<file path="src/rtl/cmrb_pkg.sv">
// Shared types and constants of the cost matrix reduction unit.
`default_nettype none
package cmrb_pkg;

  localparam int CITY_BITS      = 4;
  localparam int PORT_COST_BITS = 16;
  localparam int BOUND_BITS     = 20;
  localparam logic [BOUND_BITS-1:0] BOUND_MAX = 20'hFFFFF;

  typedef struct packed {
    logic done;
    logic wr_en;
  } eng_stat_t;

endpackage
`default_nettype wire

</file>
<file path="src/rtl/cmrb_ram.sv">
// Generic simple dual-port RAM with one write port and a registered read port.
`default_nettype none
module cmrb_ram #(
  parameter int WIDTH = 17,
  parameter int DEPTH = 64
) (
  input  wire logic                     clk,
  input  wire logic                     wr_en,
  input  wire logic [$clog2(DEPTH)-1:0] wr_addr,
  input  wire logic [WIDTH-1:0]         wr_data,
  input  wire logic [$clog2(DEPTH)-1:0] rd_addr,
  output logic      [WIDTH-1:0]         rd_data
);

  logic [WIDTH-1:0] mem [DEPTH];

  always_ff @(posedge clk) begin
    if (wr_en) begin
      mem[wr_addr] <= wr_data;
    end
    rd_data <= mem[rd_addr];
  end

endmodule
`default_nettype wire

</file>
<file path="src/rtl/cmrb_engine.sv">
// Row and column reduction sequencer that walks the stored matrix through the RAM.
`default_nettype none
module cmrb_engine #(
  parameter int MAX_CITIES = 8,
  parameter int COST_BITS  = 16
) (
  input  wire logic                                    clk,
  input  wire logic                                    rst,
  input  wire logic                                    start,
  input  wire logic [$clog2(MAX_CITIES+1)-1:0]         side,
  output logic      [$clog2(MAX_CITIES*MAX_CITIES)-1:0] addr,
  input  wire logic [COST_BITS:0]                      rd_data,
  output logic      [COST_BITS:0]                      wr_data,
  output cmrb_pkg::eng_stat_t                          stat,
  output logic      [cmrb_pkg::BOUND_BITS-1:0]         bound
);
  import cmrb_pkg::*;

  localparam int AW = $clog2(MAX_CITIES*MAX_CITIES);
  localparam int IW = $clog2(MAX_CITIES);
  localparam int NW = $clog2(MAX_CITIES+1);
  localparam int DW = COST_BITS + 1;
  localparam int SW = ((COST_BITS > BOUND_BITS) ? COST_BITS : BOUND_BITS) + 1;
  localparam logic [DW-1:0] INF = {1'b1, {COST_BITS{1'b0}}};

  typedef enum logic [2:0] {
    S_IDLE, S_SCAN_RD, S_SCAN_ACC, S_SUB_RD, S_SUB_WR
  } state_t;

  state_t          state;
  logic [IW-1:0]   line;
  logic [IW-1:0]   pos;
  logic            col_pass;
  logic [DW-1:0]   acc;
  logic            done;

  logic [IW-1:0]   last_idx;
  logic            pos_last;
  logic            line_last;
  logic [IW-1:0]   row;
  logic [IW-1:0]   col;
  logic [DW-1:0]   mn;
  logic [SW-1:0]   sum_wide;
  logic [BOUND_BITS-1:0] bound_next;

  function automatic logic [DW-1:0] take_min(input logic [DW-1:0] a, input logic [DW-1:0] c);
    logic [DW-1:0] r;
    r = a;
    if (!c[COST_BITS]) begin
      if (a[COST_BITS] || (c[COST_BITS-1:0] < a[COST_BITS-1:0])) begin
        r = c;
      end
    end
    return r;
  endfunction

  always_comb begin
    last_idx   = IW'(side - NW'(1));
    pos_last   = (pos == last_idx);
    line_last  = (line == last_idx);
    row        = col_pass ? pos : line;
    col        = col_pass ? line : pos;
    addr       = AW'(AW'(row) * AW'(side) + AW'(col));
    mn         = take_min(acc, rd_data);
    sum_wide   = SW'(bound) + SW'(mn[COST_BITS-1:0]);
    bound_next = (sum_wide > SW'(BOUND_MAX)) ? BOUND_MAX : sum_wide[BOUND_BITS-1:0];
    wr_data    = {1'b0, rd_data[COST_BITS-1:0] - acc[COST_BITS-1:0]};
    stat.wr_en = (state == S_SUB_WR) && !rd_data[COST_BITS];
    stat.done  = done;
  end

  always_ff @(posedge clk) begin
    if (rst) begin
      state <= S_IDLE;
      done  <= 1'b0;
      bound <= '0;
    end else begin
      done <= 1'b0;
      case (state)
        S_IDLE: begin
          if (start) begin
            line     <= '0;
            pos      <= '0;
            col_pass <= 1'b0;
            acc      <= INF;
            bound    <= '0;
            state    <= S_SCAN_RD;
          end
        end
        S_SCAN_RD: begin
          state <= S_SCAN_ACC;
        end
        S_SCAN_ACC: begin
          if (pos_last) begin
            pos <= '0;
            if (mn[COST_BITS]) begin
              acc      <= INF;
              line     <= line_last ? '0 : line + IW'(1);
              col_pass <= col_pass | line_last;
              if (col_pass && line_last) begin
                done  <= 1'b1;
                state <= S_IDLE;
              end else begin
                state <= S_SCAN_RD;
              end
            end else begin
              acc   <= mn;
              bound <= bound_next;
              state <= S_SUB_RD;
            end
          end else begin
            acc   <= mn;
            pos   <= pos + IW'(1);
            state <= S_SCAN_RD;
          end
        end
        S_SUB_RD: begin
          state <= S_SUB_WR;
        end
        S_SUB_WR: begin
          if (pos_last) begin
            pos      <= '0;
            acc      <= INF;
            line     <= line_last ? '0 : line + IW'(1);
            col_pass <= col_pass | line_last;
            if (col_pass && line_last) begin
              done  <= 1'b1;
              state <= S_IDLE;
            end else begin
              state <= S_SCAN_RD;
            end
          end else begin
            pos   <= pos + IW'(1);
            state <= S_SUB_RD;
          end
        end
        default: begin
          state <= S_IDLE;
        end
      endcase
    end
  end

endmodule
`default_nettype wire

</file>
<file path="src/rtl/cost_matrix_reduction_bound_unit.sv">
// Top level of the reduced cost matrix lower bound unit.
//
//   Channel  Direction  Handshake                  Payload
//   in       input      in_valid / in_stall        entry_cost, entry_infinite
//   out      output     out_valid / out_stall      reduced_cost, reduced_infinite,
//                                                  lower_bound, last_entry
//   cfg      input      cfg_wr_en                  cfg_wr_data (city_count)
//
// Loading takes one beat per cycle while in_stall is low into the matrix RAM, n*n beats for side n.
// The reduction sequencer then visits each RAM entry through a read state and an accumulate
// or write state on each scan and each subtract sweep, sharing the single RAM read port.
// Each result then passes the read, capture and output states, waiting while out_stall is held.
// Reset is synchronous; it sets the side to 8 and restarts loading at entry 0.
// No input beat is taken while a matrix is being reduced or streamed out.
`default_nettype none
module cost_matrix_reduction_bound_unit #(
  parameter int MAX_CITIES = 8,
  parameter int COST_BITS  = 16
) (
  input  wire logic                                clk,
  input  wire logic                                rst,
  input  wire logic                                cfg_wr_en,
  input  wire logic [cmrb_pkg::CITY_BITS-1:0]      cfg_wr_data,
  input  wire logic                                in_valid,
  output logic                                     in_stall,
  input  wire logic [cmrb_pkg::PORT_COST_BITS-1:0] entry_cost,
  input  wire logic                                entry_infinite,
  output logic                                     out_valid,
  input  wire logic                                out_stall,
  output logic      [cmrb_pkg::PORT_COST_BITS-1:0] reduced_cost,
  output logic                                     reduced_infinite,
  output logic      [cmrb_pkg::BOUND_BITS-1:0]     lower_bound,
  output logic                                     last_entry
);
  import cmrb_pkg::*;

  localparam int AW = $clog2(MAX_CITIES*MAX_CITIES);
  localparam int NW = $clog2(MAX_CITIES+1);
  localparam int DW = COST_BITS + 1;
  localparam int XW = (COST_BITS > PORT_COST_BITS) ? COST_BITS : PORT_COST_BITS;

  typedef enum logic [2:0] {
    S_LOAD, S_REDUCE, S_EMIT_RD, S_EMIT_CAP, S_EMIT_OUT
  } state_t;

  state_t                state;
  logic [CITY_BITS-1:0]  city_count;
  logic [AW-1:0]         load_pos;
  logic [AW-1:0]         emit_pos;

  logic [NW-1:0]         side;
  logic [AW-1:0]         last_addr;
  logic                  in_accept;
  logic                  eng_start;
  logic [AW-1:0]         eng_addr;
  logic [DW-1:0]         eng_wr_data;
  eng_stat_t             eng_stat;
  logic [BOUND_BITS-1:0] eng_bound;

  logic                  ram_we;
  logic [AW-1:0]         ram_wa;
  logic [DW-1:0]         ram_wd;
  logic [AW-1:0]         ram_ra;
  logic [DW-1:0]         ram_rd;
  logic [XW-1:0]         in_ext;
  logic [XW-1:0]         out_ext;
  logic                  emit_last;

  always_comb begin
    if (city_count < CITY_BITS'(2)) begin
      side = NW'(2);
    end else if (city_count > CITY_BITS'(MAX_CITIES)) begin
      side = NW'(MAX_CITIES);
    end else begin
      side = NW'(city_count);
    end
    last_addr = AW'(AW'(side) * AW'(side) - AW'(1));
    in_stall  = (state != S_LOAD);
    in_accept = in_valid && !in_stall;
    eng_start = in_accept && !cfg_wr_en && (load_pos == last_addr);
    emit_last = (emit_pos == last_addr);
    in_ext    = XW'(entry_cost);
    out_ext   = XW'(ram_rd[COST_BITS-1:0]);
    if (state == S_LOAD) begin
      ram_we = in_accept;
      ram_wa = load_pos;
      ram_wd = entry_infinite ? {1'b1, {COST_BITS{1'b0}}} : {1'b0, in_ext[COST_BITS-1:0]};
    end else begin
      ram_we = eng_stat.wr_en;
      ram_wa = eng_addr;
      ram_wd = eng_wr_data;
    end
    ram_ra = (state == S_REDUCE) ? eng_addr : emit_pos;
  end

  cmrb_ram #(
    .WIDTH (DW),
    .DEPTH (MAX_CITIES*MAX_CITIES)
  ) u_ram (
    .clk     (clk),
    .wr_en   (ram_we),
    .wr_addr (ram_wa),
    .wr_data (ram_wd),
    .rd_addr (ram_ra),
    .rd_data (ram_rd)
  );

  cmrb_engine #(
    .MAX_CITIES (MAX_CITIES),
    .COST_BITS  (COST_BITS)
  ) u_engine (
    .clk     (clk),
    .rst     (rst),
    .start   (eng_start),
    .side    (side),
    .addr    (eng_addr),
    .rd_data (ram_rd),
    .wr_data (eng_wr_data),
    .stat    (eng_stat),
    .bound   (eng_bound)
  );

  always_ff @(posedge clk) begin
    if (rst) begin
      state      <= S_LOAD;
      city_count <= CITY_BITS'(8);
      load_pos   <= '0;
      out_valid  <= 1'b0;
    end else begin
      if (cfg_wr_en) begin
        city_count <= cfg_wr_data;
      end
      case (state)
        S_LOAD: begin
          if (cfg_wr_en) begin
            load_pos <= '0;
          end else if (in_accept) begin
            if (load_pos == last_addr) begin
              load_pos <= '0;
              state    <= S_REDUCE;
            end else begin
              load_pos <= load_pos + AW'(1);
            end
          end
        end
        S_REDUCE: begin
          if (eng_stat.done) begin
            emit_pos <= '0;
            state    <= S_EMIT_RD;
          end
        end
        S_EMIT_RD: begin
          state <= S_EMIT_CAP;
        end
        S_EMIT_CAP: begin
          out_valid        <= 1'b1;
          reduced_infinite <= ram_rd[COST_BITS];
          reduced_cost     <= ram_rd[COST_BITS] ? '0 : out_ext[PORT_COST_BITS-1:0];
          lower_bound      <= emit_last ? eng_bound : '0;
          last_entry       <= emit_last;
          state            <= S_EMIT_OUT;
        end
        S_EMIT_OUT: begin
          if (!out_stall) begin
            out_valid <= 1'b0;
            if (last_entry) begin
              state <= S_LOAD;
            end else begin
              emit_pos <= emit_pos + AW'(1);
              state    <= S_EMIT_RD;
            end
          end
        end
        default: begin
          state <= S_LOAD;
        end
      endcase
    end
  end

endmodule
`default_nettype wire

</file>
<file path="config.mk">
export PLATFORM = sky130hd
export DESIGN_NAME = cost_matrix_reduction_bound_unit
export DESIGN_NICKNAME = d
export VERILOG_FILES = /design/src/rtl/cmrb_pkg.sv /design/src/rtl/cmrb_ram.sv /design/src/rtl/cmrb_engine.sv /design/src/rtl/cost_matrix_reduction_bound_unit.sv
export SDC_FILE = /design/constraint.sdc
export NUM_CORES = 2
export LEC_CHECK = 0
export ABC_AREA = 1
export BUFFER_PORTS_ARGS = -buffer_cell sky130_fd_sc_hd__buf_4
export CAP_MARGIN = 0
export CORE_AREA = 2 2 396 398
export CTS_CLUSTER_DIAMETER = 120
export DETAILED_ROUTE_END_ITERATION = 12
export DIE_AREA = 0 0 398 400
export SLEW_MARGIN = 20
export SYNTH_ARGS = -nofsm -noshare
export SYNTH_HDL_FRONTEND = slang
export SYNTH_SLANG_ARGS = --single-unit
</file>
<file path="constraint.sdc">
create_clock -name clk -period 12.57 [get_ports clk]
set_input_delay 1.8855 -clock clk [delete_from_list [all_inputs] [get_ports clk]]
set_output_delay 1.8855 -clock clk [all_outputs]
set_load 0.03 [all_outputs]
</file>
## Word-level counts from Yosys, hierarchy flattened

Memories as Yosys holds them, arrays and structs flattened. A register that Yosys moved wholly into a read port is not among the register bits.
Index checks and enable logic that the tools add are counted.

- Memory bits (read-only): 0
- Memory bits (writable): 1088
- Memories kept: 1
- Latch bits: 0
- Output and inout port bits: 40
- Word-level logic and storage cells: 148
- Register bits: 106
- Input bits: 26

Memory list:

| memory | words | bits a word | rd ports | clocked after memory_dff | write ports | RTL line | RTL |
|---|---|---|---|---|---|---|---|
| u_ram.mem | 64 | 17 | 1 | 1 | 1 | cmrb_ram.sv:15 | `logic [WIDTH-1:0] mem [DEPTH];` |

- $lt $le $gt $ge: 4
- Add/subtract/negate cells: 9
- Equality and inequality tests: 23
- Multiply operators: 2
- Bitwise logic cells: 2
- Shifts and indexed selects: 0
- Muxes and demuxes: 63
- Div/mod/pow operators: 0
- Reductions and logical operators: 28

Operators with widths:

| operator | count |
|---|---|
| $mux W17 | 8 |
| $mux W20 | 4 |
| $pmux W17 S3 | 1 |
| $mux W6 | 8 |
| $mux W3 | 14 |
| $pmux W20 S2 | 1 |
| $pmux W3 S5 | 2 |
| $add A20 B16 Y21 | 1 |
| $gt A21 B20 Y1 const B | 1 |
| $lt A16 B16 Y1 | 1 |
| $sub A16 B16 Y16 | 1 |
| $ne A2 B2 Y1 const B | 7 |
| $mux W1 | 13 |
| $add A6 B1 Y6 const B | 2 |
| $eq A3 B2 Y1 const B | 4 |
| $eq A6 B6 Y1 | 2 |
| $pmux W6 S2 | 1 |
| $reduce_and A5 Y1 | 2 |
| $reduce_bool A2 Y1 | 5 |
| $pmux W3 S3 | 1 |
| $mux W2 | 4 |
| $mux W4 | 2 |
| $ne A2 B1 Y1 const B | 4 |
| $reduce_and A4 Y1 | 2 |
| 25 further kinds | 40 |

## Longest topological paths before layout

- Depth after elaboration: 10
- Mapped depth: 25

## By module

A second synthesis with hierarchy kept.

- Cells, all modules: 4799
- Area, all modules: 52374.0 µm²

By module, submodules not included:

| module | area each (µm²) | times used | cells each |
|---|---|---|---|
| cmrb_ram | 44446.4 | 1 | 3732 |
| cmrb_engine | 4750.8 | 1 | 696 |
| cost_matrix_reduction_bound_unit | 3176.8 | 1 | 371 |

## Least setup slack after synthesis

No wires, ideal clock.

- Path kind: register to register
- From: reg u_engine.acc[2]
- To: mem u_ram.mem[0][9], data pin
- Path slack: 7.730 ns
- Stages on the path, launching flop included: 12
- Library setup time: 0.702 ns
- Arrival time: 4.138 ns
- Path through: edfxtp_1 inv_1 ha_1 a21oi_1 nand2_1 a21boi_0 o21ai_0 nand3_1 nand3_1 nand2_1 nand2_1 o21ai_0

- Longest elaborated chain between the ends: 2

RTL lines:

| element | RTL line | RTL |
|---|---|---|
| from (decl) | cmrb_engine.sv:34 | `logic [DW-1:0] acc;` |
| from (signal assigned) | cmrb_engine.sv:107 | `acc <= mn;` |
| from (signal assigned) | cmrb_engine.sv:112 | `acc <= mn;` |
| $sub A16 B16 Y16 | cmrb_engine.sv:67 | `wr_data = {1'b0, rd_data[COST_BITS-1:0] - acc[COST_BITS-1:0]};` |
| $mux W17 | cost_matrix_reduction_bound_unit.sv:84 | `if (state == S_LOAD) begin` |
| net ram_wd[9] | cost_matrix_reduction_bound_unit.sv:62 | `logic [DW-1:0] ram_wd;` |
| to (decl) | cmrb_ram.sv:15 |  |

The timed path passes the listed nets, and every way through them passes these cells.

## Worst setup path in the final report

- From: reg u_engine.col_pass
- To: reg u_ram.rd_data[0], read port of u_ram.mem

- Longest elaborated chain between the ends: 4
- Elaborated cells between the ends (all ways): 5

RTL lines:

| element | RTL line | RTL |
|---|---|---|
| from (decl) | cmrb_engine.sv:33 | `logic col_pass;` |
| from (signal assigned) | cmrb_engine.sv:99 | `col_pass <= col_pass \| line_last;` |
| from (signal assigned) | cmrb_engine.sv:125 | `col_pass <= col_pass \| line_last;` |
| $mux W3 | cmrb_engine.sv:61 | `row = col_pass ? pos : line;` |
| $mul A3 B4 Y6 | cmrb_engine.sv:63 | `addr = AW'(AW'(row) * AW'(side) + AW'(col));` |
| $add A6 B3 Y6 (*) | cmrb_engine.sv:63 |  |
| $mux W6 (*) | cost_matrix_reduction_bound_unit.sv:93 | `ram_ra = (state == S_REDUCE) ? eng_addr : emit_pos;` |
| to (decl) | cmrb_ram.sv:12 | `output logic [WIDTH-1:0] rd_data` |

Every way passes the cells marked *; elsewhere a longest branch is shown, timed or not.
A chain may end at the register's enable or synchronous reset.

==> results.yml <==
worst_hold_path:
  worstHoldStart: "u_engine.state[2]$_SDFFE_PP0N_"
  hold_depth: 1
  min_to: "u_engine.state[2]$_SDFFE_PP0N_"
  hp-class: "flip-flop to flip-flop"
critical_path:
  arrival_ns: 6.62
  endpoint_kind: "flip-flop"
  ff2ff_path_depth: 15
  max_stage_delay_ns: 0.80
  startpoint_type: "flip-flop"
  cp_slowest_cell: "buf_4"
  worstSetupPathType: "flip-flop to flip-flop"
  critPathTopFamily: "buffers and inverters"
  path_max_fanout: 74
  reg2reg_to: "u_ram.rd_data[0]$_DFF_P_"
  crit_required_ns: 13.16
  r2r-start: "u_engine.col_pass$_SDFFCE_PP0P_"
  ff2ff_setup_slack_ns: 6.54
  crit_top_cell: "nand3_1"
  critPathBufInv: 4
  path_cells: "o21ai_0 > nor2_1 > fa_1 > fa_1 > inv_1 > fa_1 > o21ai_4 > buf_4 > inv_4 > buf_4 > nand3_1 > nand3_1 > nand3_1 > nand3_1 > nand2_1"
routing:
  vias: 37500
  initialDrtViolationCount: 4721
  detail-route-antenna-nets: 0
  via_per_inst: 5.007
  first_pass_iters: 6
  wire_per_inst_um: 20.78
  drc: 0
  wl_mm: 155.6
synth:
  post_synth.cell_area_avg_sq_um: 10.21
  ys_warn_count: 0
  ys_seq_elements: 1211
  syn_area_sq_mm: 0.05397
  synthDominantCellAreaShare_pct: 64.32
  synthFlopType: "edfxtp_1"
  synth.distinct_cells: 43
  async_reset_ff_share_pct: 0
  yosysSeqAreaShare_pct: 66.36
  synth.net_count: 5373
  netlist_top_cells_area: "edfxtp_1 (64%), nand2_1 (11%), nand3_1 (7.0%), inv_1 (4.9%), o21ai_0 (2.3%)"
  synth_top_cell_by_area: "edfxtp_1"
  synth_edf_count: 1156
  netlist_instances: 5287
pwr:
  power.density_mw_per_mm2: 163.3
  leakage_uw: 0.02419
  peakVddDrop_uv: 135.4
timing:
  skew_ns: 0.02910
  rsz0062_at_grt: "no"
  fin_crit_sh_pct: 47.95
  fin_crit_ns: 6.027
  max_slew_margin_pct: 22.33
  setup_violations: 0
  worst_slew_pin_slew_ns: 1.165
  max_freq_mhz: 165.9
  slew_viol_final: 0
  final_hold_viol_count: 0
  tns_ns: 0
  setup_ws_ns: 6.543
floorplan:
  core_area_sq_mm: 0.1551
  die_w_um: 398
  initial_core_util_pct: 34.79
  ioPinCount: 66
  die-area_sq_mm: 0.1592
  die_y_um: 400
  num_rows: 145
final_layout:
  drive_above_1_share_pct: 7.420
  layout.nets: 5413
  final_common_cell: "nand2_1"
  mostFrequentLayoutCells: "nand2_1 (1,586), edfxtp_1 (1,156), nand3_1 (759)"
  area_growth_pct: 12.63
  finalInstanceArea_sq_mm: 0.06079
clock_network:
  clock_latency_ns: 0.75
  postCtsSetupBuffers: 0
  cts_resized: 0
  cts_buffers: 120
  cts_tree: "yes"
  clk_path_buf_depth: 3
  clk_pin_slew_ns: 0.06
  htree_levels: 3
  root_buffer: "clkbuf_16"
  cts_sinks: 1211
  postCtsHoldBufs: 0
placement:
  hpwl_mm: 90.37
  io_buffer_count: 65
  place_area_sq_mm: 0.05678
  routabilityCongestion: 0.8619
  pre_cts_slack_ns: 6.582
run:
  max-cap-violations: 0
global_routing:
  grt_max_degree: 207
  track_usage_pct: 19.22
  grt_pass1_vias: 34590
  antenna_found_initial: 4
  grt_overflow: 0
  grt_pass1_wl_mm: 229.3
status:
  status: "finished clean"
[area by class of cell]
type	instances	area, sq um
fillers	15020	94330
flip-flops and latches	1211	35810
multi-input cells	3107	14380
clock buffers	148	3191
inverters	712	2684
well taps	2058	2575
repair buffers	175	1371
clock inverters	78	768.2
diodes	1	2.502
[synth_stat cells (all sizes together) (8+ instances only)]
cell type and instances:
ha 54, buf 195, nand4 8, o21ai 271, edfxtp 1156, xor2 13
nor3 15, o211ai 37, nand3b 20, clkbuf 62, xnor2 17, nor2 185
dfxtp 55, nand3 760, nand2 1595, inv 709, a21oi 101
[flip-flops by register name, indices dropped and copies added (netlist names), 3 cells and up]
signal          count
city_count          4
emit_pos            6
load_pos            6
lower_bound        20
reduced_cost       16
state               3
u_engine.acc       17
u_engine.bound     20
u_engine.line       3
u_engine.pos        3
u_engine.state      3
u_ram.mem        1088
u_ram.rd_data      17
[through the flow]
stage | cells | util, % | power, uW | hold slack, ns
finish | 7490 | 39.19 | 9925 | 0.4886
global route | 7489 | 39.19 | 10270 | 0.5057
CTS | 7487 | 39.16 | 9957 | 0.4883
global placement | 7261 | 36.61 | 6330 | 0.4635
detailed placement | 7261 | 36.61 | 6343 | 0.4774
floorplan | 5287 | - | 5690 | 0.4064
[worst max path at each step]
stage / to / cells past startpoint / from
3_5_place_dp: u_ram.rd_data[0]$_DFF_P_ / 15 / u_engine.col_pass$_SDFFCE_PP0P_
4_1_cts: u_ram.rd_data[0]$_DFF_P_ / 15 / u_engine.col_pass$_SDFFCE_PP0P_
6_report: u_ram.rd_data[0]$_DFF_P_ / 15 / u_engine.col_pass$_SDFFCE_PP0P_
5_1_grt: u_ram.rd_data[8]$_DFF_P_ / 15 / u_engine.col_pass$_SDFFCE_PP0P_
2_1_floorplan: u_ram.mem[0][9]$_DFFE_PP_ / 11 / u_engine.acc[2]$_SDFFCE_PN0P_
3_3_place_gp: u_ram.rd_data[0]$_DFF_P_ / 16 / u_engine.col_pass$_SDFFCE_PP0P_
[routing by layer]
layer | global-route usage [%] | up-vias | routed length [um]
met3 | 3.466 | 257 | 12880
met4 | 6.135 | 2 | 5033
met1 | 26.46 | 18090 | 65770
met2 | 30.74 | 1489 | 71930
met5 | 0 | - | 13
li1 | - | 17660 | -
[kinds of logic after synthesis]
kind of cell | after synthesis | synth area share, %
buf+inv | 969 | 7.361
other cells | 1 | 0.006948
simple gates | 2593 | 20.09
xor+xnor | 30 | 0.4868
compound gates | 423 | 4.222
fa+ha+maj | 60 | 1.474
flops | 1211 | 66.36
[report_power, final]
part | leakage [uW] | internal, uW | switching (uW)
registers | 0.0110 | 4610 | 88.5
clock network | 0.00191 | 2070 | 1590
logic | 0.0113 | 364 | 1210
(Power assumes the default switching activity.)
